==> src/rtl/vvsf_pkg.sv <==
`timescale 1ns / 1ps
// Shared constants, types and helper functions of the voxel vote surface filter.
package vvsf_pkg;

	localparam int GRID_SIZE   = 64;
	localparam int COORD_W     = 6;
	localparam int VOTE_W      = 16;
	localparam int LIMIT_W     = 5;
	localparam int CNT_W       = 5;
	localparam int ROWS        = GRID_SIZE * GRID_SIZE;
	localparam int ROW_AW      = $clog2(ROWS);
	localparam int STEPS       = 9;
	localparam int STEP_W      = $clog2(STEPS);
	localparam int CMDQ_DEPTH  = 4;
	localparam int CMDQ_AW     = $clog2(CMDQ_DEPTH);
	localparam int RESQ_DEPTH  = 2;
	localparam int RESQ_AW     = $clog2(RESQ_DEPTH);

	localparam logic [STEP_W-1:0] FIRST_STEP  = STEP_W'(0);
	localparam logic [STEP_W-1:0] CENTER_STEP = STEP_W'(4);
	localparam logic [STEP_W-1:0] LAST_STEP   = STEP_W'(STEPS - 1);

	localparam logic [VOTE_W-1:0]  VOTES_RESET = VOTE_W'(1);
	localparam logic [LIMIT_W-1:0] LIMIT_RESET = LIMIT_W'(18);

	typedef enum logic {
		KIND_WRITE = 1'b0,
		KIND_QUERY = 1'b1
	} kind_t;

	typedef enum logic {
		REG_REQUIRED_VOTES  = 1'b0,
		REG_NEIGHBOUR_LIMIT = 1'b1
	} reg_idx_t;

	typedef enum logic [2:0] {
		ST_CLEAR,
		ST_IDLE,
		ST_READ,
		ST_LAST,
		ST_PUSH
	} back_state_t;

	// One classified item as it travels from the front to the back.
	typedef struct packed {
		kind_t              kind;
		logic [COORD_W-1:0] x;
		logic [COORD_W-1:0] y;
		logic [COORD_W-1:0] z;
		logic               occ;
		logic               in_grid;
		logic               interior;
	} cmd_t;

	function automatic logic coord_in_grid(input logic [COORD_W-1:0] c);
		return int'(c) < GRID_SIZE;
	endfunction

	function automatic logic coord_interior(input logic [COORD_W-1:0] c);
		return (int'(c) >= 1) && (int'(c) + 2 <= GRID_SIZE);
	endfunction

	// Neighbour walk: step s visits x offset s/3 and y offset s%3, coded 0..2 for -1..+1.
	function automatic logic [1:0] step_dx(input logic [STEP_W-1:0] s);
		logic [1:0] d;
		case (s)
			4'd0, 4'd1, 4'd2: d = 2'd0;
			4'd3, 4'd4, 4'd5: d = 2'd1;
			default:          d = 2'd2;
		endcase
		return d;
	endfunction

	function automatic logic [1:0] step_dy(input logic [STEP_W-1:0] s);
		logic [1:0] d;
		case (s)
			4'd0, 4'd3, 4'd6: d = 2'd0;
			4'd1, 4'd4, 4'd7: d = 2'd1;
			default:          d = 2'd2;
		endcase
		return d;
	endfunction

	function automatic logic [COORD_W-1:0] offset_coord(input logic [COORD_W-1:0] c,
			input logic [1:0] off);
		return c + COORD_W'(off) - COORD_W'(1);
	endfunction

	function automatic logic [ROW_AW-1:0] row_addr(input logic [COORD_W-1:0] x,
			input logic [COORD_W-1:0] y);
		return ROW_AW'(int'(x) * GRID_SIZE + int'(y));
	endfunction

endpackage

==> src/rtl/vvsf_resq.sv <==
`timescale 1ns / 1ps
// Result queue: holds finished surface bits until the consumer takes them.
module vvsf_resq (
	input  logic clk,
	input  logic arst_n,
	input  logic wr_en,
	input  logic wr_bit,
	output logic full,
	input  logic pop,
	output logic empty,
	output logic rd_bit
);

	logic                          slot_q [vvsf_pkg::RESQ_DEPTH];
	logic [vvsf_pkg::RESQ_AW-1:0]  wr_ptr_q;
	logic [vvsf_pkg::RESQ_AW-1:0]  rd_ptr_q;
	logic [vvsf_pkg::RESQ_AW:0]    count_q;
	logic                          do_wr;
	logic                          do_rd;

	assign full   = (count_q == (vvsf_pkg::RESQ_AW + 1)'(vvsf_pkg::RESQ_DEPTH));
	assign empty  = (count_q == '0);
	assign do_wr  = wr_en && !full;
	assign do_rd  = pop && !empty;
	assign rd_bit = slot_q[rd_ptr_q];

	always_ff @(posedge clk) begin
		if (do_wr) begin
			slot_q[wr_ptr_q] <= wr_bit;
		end
	end

	always_ff @(posedge clk or negedge arst_n) begin
		if (!arst_n) begin
			wr_ptr_q <= '0;
			rd_ptr_q <= '0;
			count_q  <= '0;
		end else begin
			if (do_wr) begin
				wr_ptr_q <= wr_ptr_q + vvsf_pkg::RESQ_AW'(1);
			end
			if (do_rd) begin
				rd_ptr_q <= rd_ptr_q + vvsf_pkg::RESQ_AW'(1);
			end
			if (do_wr && !do_rd) begin
				count_q <= count_q + (vvsf_pkg::RESQ_AW + 1)'(1);
			end else if (!do_wr && do_rd) begin
				count_q <= count_q - (vvsf_pkg::RESQ_AW + 1)'(1);
			end
		end
	end

endmodule

==> config.mk <==
export PLATFORM = sky130hd
export DESIGN_NAME = vvsf_resq
export DESIGN_NICKNAME = d
export VERILOG_FILES = /design/src/rtl/vvsf_pkg.sv /design/src/rtl/vvsf_resq.sv
export SDC_FILE = /design/constraint.sdc
export NUM_CORES = 1
export LEC_CHECK = 0
export BUFFER_PORTS_ARGS = -buffer_cell sky130_fd_sc_hd__buf_2
export CORE_AREA = 8 8 45 47
export CTS_BUF_LIST = sky130_fd_sc_hd__clkbuf_2
export DETAILED_ROUTE_END_ITERATION = 8
export DIE_AREA = 0 0 53 55
export PLACE_DENSITY_LB_ADDON = 0.3
export RECOVER_POWER = 100
export SYNTH_ARGS = -nofsm -noshare
export SYNTH_HDL_FRONTEND = slang
export SYNTH_SLANG_ARGS = --single-unit
export TNS_END_PERCENT = 50
==> constraint.sdc <==
create_clock -name clk -period 1.73 [get_ports clk]
set_clock_uncertainty 0.2 [all_clocks]
set_input_delay 0.519 -clock clk [delete_from_list [all_inputs] [get_ports clk]]
set_output_delay 0.519 -clock clk [all_outputs]
set_load 0.005 [all_outputs]
---- Word level (Yosys, flattened, before mapping) ----
Memory sizes are Yosys's and may differ from the RTL's.
Index checks and enable logic that the tools add are counted.
word-level totals
  memories ................................ 1
  logic and storage cells ................. 23
  memory bits (writable) .................. 2
  bits of input ports ..................... 5
  register bits ........................... 4
  output and inout port bits .............. 3
memory list
  memory  words  width  read ports  clocked after memory_dff  wr ports  RTL line         RTL
  slot_q  2      1      1           0                         1         vvsf_resq.sv:14  logic slot_q [vvsf_pkg::RESQ_DEPTH];
operators by class
  muxes and demuxes ....................... 4
  $add $sub $neg .......................... 4
  equal/unequal tests ..................... 1
  reduce and logical (&&, ||, !) cells .... 10
operators by type and width
  operator             number
  $logic_and 1x1->1    4
  $logic_not 1->1      4
  $mux 2               2
  $add 1x1->1 const B  2
  $add 2x1->2 const B  1
  $eq 2x2->1 const B   1
  $logic_not 2->1      1
  $mux 1               2
  $reduce_bool 2->1    1
  $sub 2x1->2 const B  1

---- Longest topological paths before layout ----
Gate-level depths: netlist of run 1.
  depth after elaboration ................. 7
  mapped depth ............................ 7
  mapped depth without buffers ............ 7

---- Worst setup path after synthesis of run 1 ----
OpenSTA, ideal clock, no wires.
  path type ............................... register to register
  start point ............................. reg count_q[0] in the netlist's numbering
  end point ............................... reg count_q[1] in the netlist's numbering
  stages on the path, launching flop included .. 7
  buffers on the path ..................... 0
  setup slack ............................. 169 ps
  period minus slack after synthesis ...... 1561 ps
  data required time ...................... 1451 ps
  library setup time ...................... 79 ps
  arrival ................................. 1282 ps
  cells stage by stage .................... dfrtp_1 nand2b_1 nand2_1 inv_1 ha_1 nor2_1 xor2_1
on the way
  cells in the longest elaborated chain, start to end .. 6
  elaborated cells between the ends (all ways) .. 15
  those cells by class .................... 2 x add/sub; 1 x eq/ne; 2 x mux; 10 x reduce/logical
ends and longest elaborated chain
  item                                                          RTL line                          RTL
  start: declaration                                            vvsf_resq.sv:17                   logic [vvsf_pkg::RESQ_AW:0] count_q;
  start signal: assignment                                      vvsf_resq.sv:46                   count_q <= count_q + (vvsf_pkg::RESQ_AW + 1)'(1);
  start signal: assignment                                      vvsf_resq.sv:48                   count_q <= count_q - (vvsf_pkg::RESQ_AW + 1)'(1);
  $eq 2x2->1 or $logic_not 2->1 (tied branches)                 vvsf_resq.sv:21, vvsf_resq.sv:22
  $logic_not 1->1, on equally long branches                     vvsf_resq.sv:23, vvsf_resq.sv:24
  $logic_and 1x1->1, on equally long branches                   vvsf_resq.sv:23, vvsf_resq.sv:24
  $logic_not 1->1, on equally long branches                     vvsf_resq.sv:47, vvsf_resq.sv:45
  $logic_and 1x1->1, on equally long branches                   vvsf_resq.sv:47, vvsf_resq.sv:45
  $reduce_bool 2->1 (no source line) or $mux 2 (tied branches)  -
Several ways; a longest one is shown, not always the timed one. The select of a mux whose other input is x is not followed.
A chain may end at the register's enable or synchronous reset.

---- Final worst setup path of run 1 ----
  start point ............................. reg rd_ptr_q
  end point ............................... out rd_bit
on the way
  cells in the longest elaborated chain, start to end .. 1
ends and longest elaborated chain
  item                      RTL line         RTL
  start: declaration        vvsf_resq.sv:16  logic [vvsf_pkg::RESQ_AW-1:0] rd_ptr_q;
  start signal: assignment  vvsf_resq.sv:43  rd_ptr_q <= rd_ptr_q + vvsf_pkg::RESQ_AW'(1);
  $mem_v2 2x1               -
  end: declaration          vvsf_resq.sv:11  output logic rd_bit
Every way passes these cells.

==> results of run 1 <==
Yosys cell counts:
master    count
o21ai_1       1
inv_1         2
dfrtp_1       4
xnor2_1       3
nand2_1       1
nand2b_1      1
xor2_1        2
nor2_1        3
ha_1          1
edfxtp_1      2
and3_1        1
mux2_2        1
power groups by stage:
stage,combinational (uW),clock [uW],sequential [uW]
final,285,116,277
after global routing,325,129,286
after CTS,271,121,275
after detailed placement,232,0,273
after global placement,218,0,265
after floorplan,167,0,259
registers in the layout, summed over array words and instances, names as in the netlist:
signal	cells
count_q	2
rd_ptr_q	1
slot_q	2
wr_ptr_q	1
timing repair:
item | in CTS | in global routing
hold buffers | 1 | 0
hold endpoints to repair | 4 | 0
buffers inserted | 1 | 0
pin swaps | 0 | 0
setup endpoints to repair | 2 | 3
gates resized for setup | 1 | 4
cell families after synthesis:
logic type               synth area share
AND/OR/NAND/NOR                     0.103
flip-flops                          0.598
XOR/XNOR                            0.164
buffers and inverters              0.0280
AO/OA/AOI/OAI                      0.0187
multiplexers                       0.0421
adder cells (fa/ha/maj)            0.0467
placed cells by master (no fill, tap or decap):
cell / synthesis / final
nor2_1: 3 / 3
mux2_4: 0 / 1
dfrtp_1: 4 / 3
clkbuf_1: 0 / 3
nand2b_4: 0 / 1
and3_1: 1 / 1
xor2_1: 2 / 2
buf_4: 0 / 1
xnor2_1: 3 / 3
o21ai_1: 1 / 1
dlygate4sd3_1: 0 / 1
ha_1: 1 / 1
buf_2: 0 / 3
edfxtp_1: 2 / 2
buf_6: 0 / 1
inv_1: 2 / 1
inv_2: 0 / 1
dfrtp_2: 0 / 1
clkbuf_2: 0 / 4
nand2_1: 1 / 1
cell type report:
type                            count  area (um^2)  area share
Sequential cell                     6          161       0.430
Multi-Input combinational cell     14          111       0.297
Timing Repair Buffer                9         55.1       0.147
Clock buffer                        4         20.0      0.0533
Tap cell                           16         20.0      0.0533
Inverter                            2         7.51      0.0200
through the flow:
step	hold slack [ps]	TNS [ps]	setup slack, ps	power, uW
finish	308	-16.0	-16.0	678
global route	317	-93.3	-48.9	740
CTS	280	-19.3	-19.3	667
detailed placement	128	0	33.5	505
global placement	125	0	99.3	483
floorplan	23.4	0	169	425
layer usage:
metal  wire (um)  up-vias
met5           0        -
li1            -       96
met3          80        2
met1         215       93
met2         265        7
met4           9        0
worst max-delay path, cell delays in order, from the launching register on:
cell and delay (ps):
dfrtp_1 390, mux2_4 290, buf_2 130
final timing paths:
| kind | slack, ps | to |
|---|---|---|
| max | -20 | rd_bit |
| min | 310 | slot_q[1] |
| max reg2reg | 80 | count_q[1] |
| min reg2reg | 310 | wr_ptr_q |
| max in group asynchronous | 670 | count_q[0] |
| min in group asynchronous | 460 | rd_ptr_q |
==> impl_metrics.py, run 1 <==
metrics = {
    "floorplan": {
        "initial_core_util": 0.193,
        "rows": 14,
        "die_h_um": 55,
        "dieArea_mm2": 0.00292,
        "core_mm2": 0.00138,
        "io_pins": 8,
        "die_w_um": 53,
    },
    "global_route": {
        "antenna_found_initial": 0,
        "met2_usage": 0.0684,
        "grt_max_degree": 6,
        "busiest_layer": "met2",
        "overflow": 0,
        "grt.met1_usage": 0.0556,
        "grt_pass1_wl_mm": 1.06,
        "grt_pass1_vias": 239,
        "grtUsageMet3": 0.0348,
        "grt_usage": 0.0544,
    },
    "yosys": {
        "synth_top_area_frac": 0.374,
        "netlist_area_um2": 268,
        "ys_ff_latch": 6,
        "synth_top_area_cell": "dfrtp_1",
        "synth_nets": 28,
        "yosysUniqueCellTypes": 12,
        "syn_avg_cell_area_um2": 12.2,
        "synthTopCellsByArea": "dfrtp_1 37%, edfxtp_1 22%, xnor2_1 9.8%, xor2_1 6.5%, ha_1 4.7%",
        "yosys_warnings": 0,
        "synth_cells": 22,
        "yosysSeqAreaShare": 0.598,
    },
    "critical_path": {
        "r2r_start": "count_q[0]",
        "worstRegToRegCells": 6,
        "setup.worst_path.start": "rd_ptr_q",
        "critPathLaunchType": "register",
        "worstPathRequired_ps": 1010,
        "cp-end-kind": "primary output",
        "path_class": "reg -> out",
        "cp.arrival_ps": 1030,
        "cp_max_fo": 2,
    },
    "outcome": {
        "violations": "setup timing",
        "status": "finished, violations left",
    },
    "finish": {
        "syn2layout_area_growth_pct": 40.2,
        "final_cells": 51,
        "drive_above_1_share": 0.371,
        "fin_nets": 42,
        "nFillCells": 155,
        "n_antenna_cell": 0,
        "utilization": 0.271,
        "fin_area_um2": 375,
    },
    "clock_tree": {
        "cts_root_buffer": "clkbuf_2",
        "clk_pin_slew_ps": 70,
        "cts_tree": "yes",
        "cts_max_path_buffers": 2,
        "htreeDepth": 1,
        "clk_latency_ps": 220,
        "numClockSinks": 6,
        "numCtsBuffers": 3,
    },
    "sta": {
        "setup_viol": 1,
        "setup_slack_ps": -16.0,
        "fmax_mhz": 573,
        "drv_slew": 0,
        "layout_min_cycle_time_ps": 1750,
        "maxSlewHeadroom": 0.848,
        "tightestPinTransition_ps": 227,
        "grt_setup_unrepaired": "yes",
        "min_period_over_period": 1.01,
        "finalHoldViolCount": 0,
    },
    "route": {
        "vias": 198,
        "via_per_inst": 3.88,
        "first_pass_iters": 1,
        "final_antenna_net_count": 0,
        "drc": 0,
        "drtIter0Drc": 0,
        "wl_per_cell_um": 11.2,
        "routed_wl_um": 571,
    },
    "power_and_ir_drop": {
        "clock_power_share": 0.171,
        "p_switching_uw": 231,
        "p_per_area_mw_per_mm2": 1810,
        "sw_frac_of_total": 0.340,
        "comb_power_share": 0.420,
        "power.leakage_uw": 0.000180,
        "seq_power_share": 0.409,
        "irDropWorstVdd_mv": 0.510,
        "p_int_uw": 447,
    },
    "hold_path": {
        "hold_start": "wr_bit",
        "hold_depth": 1,
        "hold_path_class": "in -> reg",
    },
    "run": {
        "maxCapViolCount": 0,
    },
    "place": {
        "gp_congestion": 0.689,
        "place_area_um2": 323,
        "place_inst": 45,
        "portBuffers": 7,
    },
}
Note: power is estimated with default switching activity, not from simulation.
==> inputs of run 2 (changes only) <==
Settings changed: CAP_MARGIN set to 20, SKIP_CTS_REPAIR_TIMING set to 1.
==> impl_metrics.py, run 2 (synthesized netlist as in run 1, its figures left out) <==
metrics = {
    "sta": {
        "setup_viol": 1,
        "tightestPinTransition_ps": 227,
        "min_period_over_period": 1.01,
        "grt_setup_unrepaired": "yes",
        "finalHoldViolCount": 0,
        "fmax_mhz": 572,
        "layout_min_cycle_time_ps": 1750,
        "setup_slack_ps": -16.9,
        "drv_slew": 0,
        "maxSlewHeadroom": 0.848,
    },
    "global_route": {
        "grt_pass1_vias": 234,
        "grt_pass1_wl_mm": 1.01,
        "overflow": 0,
        "grt_max_degree": 6,
        "grt_usage": 0.0527,
        "antenna_found_initial": 0,
    },
    "route": {
        "wl_per_cell_um": 11.8,
        "first_pass_iters": 1,
        "drc": 0,
        "final_antenna_net_count": 0,
        "drtIter0Drc": 0,
        "routed_wl_um": 600,
        "vias": 198,
        "via_per_inst": 3.88,
    },
    "power_and_ir_drop": {
        "irDropWorstVdd_mv": 0.470,
        "p_per_area_mw_per_mm2": 1810,
        "power.leakage_uw": 0.000183,
        "power_uw": 693,
    },
    "finish": {
        "fin_nets": 42,
        "fin_area_um2": 383,
        "utilization": 0.277,
        "reg.largest.list": "count_q x2, slot_q x2",
        "n_antenna_cell": 0,
        "drive_above_1_share": 0.400,
        "syn2layout_area_growth_pct": 43.0,
        "final_common_cell": "clkbuf_2",
    },
    "clock_tree": {
        "cts_tree": "yes",
        "htreeDepth": 1,
        "numCtsBuffers": 3,
        "cts_max_path_buffers": 2,
        "clk_latency_ps": 220,
        "cts_root_buffer": "clkbuf_2",
        "numClockSinks": 6,
        "clk_pin_slew_ps": 70,
    },
    "outcome": {
        "violations": "setup timing",
        "status": "finished, violations left",
    },
    "place": {
        "gp_congestion": 0.689,
        "place_area_um2": 323,
        "portBuffers": 7,
        "place_ws_ps": 33.5,
    },
    "critical_path": {
        "path_class": "reg -> out",
        "worstRegToRegCells": 7,
        "cp.arrival_ps": 1030,
        "cp-end-kind": "primary output",
        "worstPathRequired_ps": 1010,
        "cp_max_fo": 2,
        "r2r_start": "count_q[0]",
        "critPathLaunchType": "register",
        "worst-r2r-setup-slack_ps": 100,
        "worst_r2r_endpoint": "count_q[1]",
    },
    "floorplan": {
        "die_w_um": 53,
        "dieArea_mm2": 0.00292,
        "core_mm2": 0.00138,
        "die_h_um": 55,
        "io_pins": 8,
        "rows": 14,
        "initial_core_util": 0.193,
    },
    "hold_path": {
        "hold_start": "wr_bit",
        "hold_depth": 1,
        "hold_path_class": "in -> reg",
        "hold_end": "slot_q[1]",
    },
    "run": {
        "maxCapViolCount": 0,
    },
}
[run 2: cell types whose count changed in the layout (fill, tap and decap cells not counted)]
| cell | before | now |
|---|---|---|
| nand2_4 | 0 | 1 |
| nand2_1 | 1 | 0 |
[run 2: critical path: stages (launching register included)]
cell	delay, ps
dfrtp_1	390
mux2_4	290
buf_2	120
[run 2: through the flow]
step                TNS [ps]  hold slack, ps  cells
CTS                    -67.9            -120     49
finish                 -16.9             305     51
detailed placement         0             128     45
global placement           0             125     45
global route           -87.9             317     51
floorplan                  0            23.4     22
[run 2: area by class of cell]
type,count,area [um^2]
multi-input cells,14,119
inverters,2,7.51
fillers,160,1000
flip-flops and latches,6,161
repair buffers,9,55.1
clock buffers,4,20.0
well taps,16,20.0
[run 2: worst max path at each step]
stage | from | endpoint | depth (start not counted)
after floorplan | count_q[0] | count_q[1] | 6
after global placement | count_q[0] | count_q[1] | 7
after detailed placement | count_q[0] | count_q[1] | 7
after CTS | rd_ptr_q | rd_bit | 2
after global routing | rd_ptr_q | rd_bit | 2
final | rd_ptr_q | rd_bit | 2
[run 2: layer usage]
metal  GRT usage  vias to the layer above  routed length [um]
met5           0                        -                   0
met3      0.0348                        2                  80
met1      0.0540                       94                 220
met2      0.0645                        7                 289
li1            -                       95                   -
met4      0.0647                        0                   9
[run 2: where the power goes]
part / switching, uW / leakage, uW / total (uW) / internal (uW)
sequential: 64.2 / 0.0000643 / 279 / 215
combinational: 123 / 0.000102 / 297 / 175
clock: 54.6 / 0.0000166 / 116 / 61.5
==> inputs of run 3 (changes only) <==
Settings changed: SETUP_SLACK_MARGIN set to 0.5, TNS_END_PERCENT 50 to 10.
==> impl_metrics.py, run 3 (synthesized netlist as in run 1, its figures left out) <==
metrics = {
    "route": {
        "final_antenna_net_count": 0,
        "m1WireLength_um": 230,
        "vias": 200,
        "drtIter0Drc": 2,
        "highest_layer": "met3",
        "route.met3.wl_um": 58,
        "routed_wl_um": 561,
        "drc": 0,
        "route.met2.wl_um": 273,
        "via_per_inst": 3.85,
        "wl_per_cell_um": 10.8,
        "first_pass_iters": 2,
    },
    "power_and_ir_drop": {
        "p_per_area_mw_per_mm2": 1770,
        "p_int_uw": 471,
        "p_switching_uw": 238,
        "clock_power_share": 0.135,
        "comb_power_share": 0.475,
        "irDropWorstVdd_mv": 0.509,
        "power.leakage_uw": 0.000182,
        "sw_frac_of_total": 0.336,
        "seq_power_share": 0.390,
    },
    "sta": {
        "grt_setup_unrepaired": "yes",
        "min_period_over_period": 1.00,
        "setup_slack_ps": -3.87,
        "setup_viol": 1,
        "fmax_mhz": 577,
        "fin_hold_ws_ps": 310,
        "tightestPinTransition_ps": 323,
        "maxSlewHeadroom": 0.782,
        "layout_min_cycle_time_ps": 1730,
        "setup_tns_ps": -3.87,
        "drv_slew": 0,
        "finalHoldViolCount": 0,
    },
    "finish": {
        "most-common-layout-cells": "4 x buf_2, 3 x nor2_1, 3 x xnor2_1, 3 x clkbuf_2",
        "fin_area_um2": 399,
        "drive_above_1_share": 0.556,
        "final_common_cell": "buf_2",
        "reg.largest.list": "count_q x2, slot_q x2",
        "fin_nets": 44,
        "nFillCells": 147,
        "syn2layout_area_growth_pct": 49.1,
        "n_antenna_cell": 0,
    },
    "floorplan": {
        "rows": 14,
        "die_h_um": 55,
        "dieArea_mm2": 0.00292,
        "die_w_um": 53,
        "initial_core_util": 0.193,
        "core_mm2": 0.00138,
        "io_pins": 8,
    },
    "critical_path": {
        "cp-end-kind": "primary output",
        "cp_num_cells": 2,
        "critPathBufInv": 1,
        "path_class": "reg -> out",
        "cp_max_fo": 2,
        "critical-path-top-delay-family": "flip-flops",
        "worstPathCellList": "mux2_2, buf_2",
        "critPathLaunchType": "register",
        "worstRegToRegCells": 5,
        "cp.arrival_ps": 1010,
        "worstPathRequired_ps": 1010,
        "slowest_stage": "dfrtp_1",
        "slowest_delay_ps": 350,
    },
    "outcome": {
        "violations": "setup timing",
        "status": "finished, violations left",
    },
    "clock_tree": {
        "htreeDepth": 1,
        "clk_pin_slew_ps": 50,
        "clk_latency_ps": 220,
        "cts_root_buffer": "clkbuf_2",
        "numClockSinks": 6,
        "cts_max_path_buffers": 2,
        "numCtsBuffers": 3,
        "cts_tree": "yes",
    },
    "global_route": {
        "grt_usage": 0.0495,
        "overflow": 0,
        "grt_max_degree": 6,
        "grt_pass1_wl_um": 938,
        "antenna_found_initial": 0,
        "grt_pass1_vias": 222,
    },
    "place": {
        "portBuffers": 7,
        "place_area_um2": 340,
        "place_hpwl_um": 429,
        "gp_congestion": 0.739,
    },
    "hold_path": {
        "hold_depth": 1,
        "hold_path_class": "reg -> reg",
    },
    "run": {
        "maxCapViolCount": 0,
    },
}
run 3: metal layers:
metal | global-route usage | vias up
met5 | 0 | -
met4 | 0.0388 | 0
met3 | 0.0455 | 0
met2 | 0.0742 | 6
met1 | 0.0402 | 94
li1 | - | 100
run 3: final cells by class:
class,instances,area [um^2],area share
flip-flops and latches,6,163,0.408
multi-input cells,14,123,0.307
repair buffers,11,71.3,0.179
well taps,16,20.0,0.0502
clock buffers,3,15.0,0.0376
inverters,2,7.51,0.0188
run 3: power groups by stage:
| stage | combinational [uW] | clock [uW] | sequential (uW) |
|---|---|---|---|
| 2_1_floorplan | 194 | 0 | 266 |
| 3_3_place_gp | 247 | 0 | 273 |
| 3_5_place_dp | 257 | 0 | 281 |
| 4_1_cts | 260 | 102 | 277 |
| 5_1_grt | 375 | 112 | 285 |
| 6_report | 336 | 95.6 | 276 |
run 3: metrics by stage:
| step | instances | util | total power, uW | worst slack [ps] |
|---|---|---|---|---|
| after floorplan | 22 | - | 459 | 245 |
| after global placement | 45 | 0.246 | 520 | 104 |
| after detailed placement | 45 | 0.246 | 537 | 72.1 |
| after CTS | 48 | 0.257 | 639 | -63.3 |
| after global routing | 52 | 0.288 | 772 | -46.4 |
| final | 52 | 0.288 | 708 | -3.87 |
run 3: final timing paths:
| check | slack (ps) | start | end |
|---|---|---|---|
| worst max-delay path | -4 | rd_ptr_q | rd_bit |
| worst min-delay path | 310 | wr_ptr_q | wr_ptr_q |
| worst max register to register | 60 | count_q[0] | count_q[1] |
| worst min register to register | 310 | wr_ptr_q | wr_ptr_q |
| max in group asynchronous | 660 | arst_n | count_q[1] |
| min in group asynchronous | 460 | arst_n | count_q[0] |
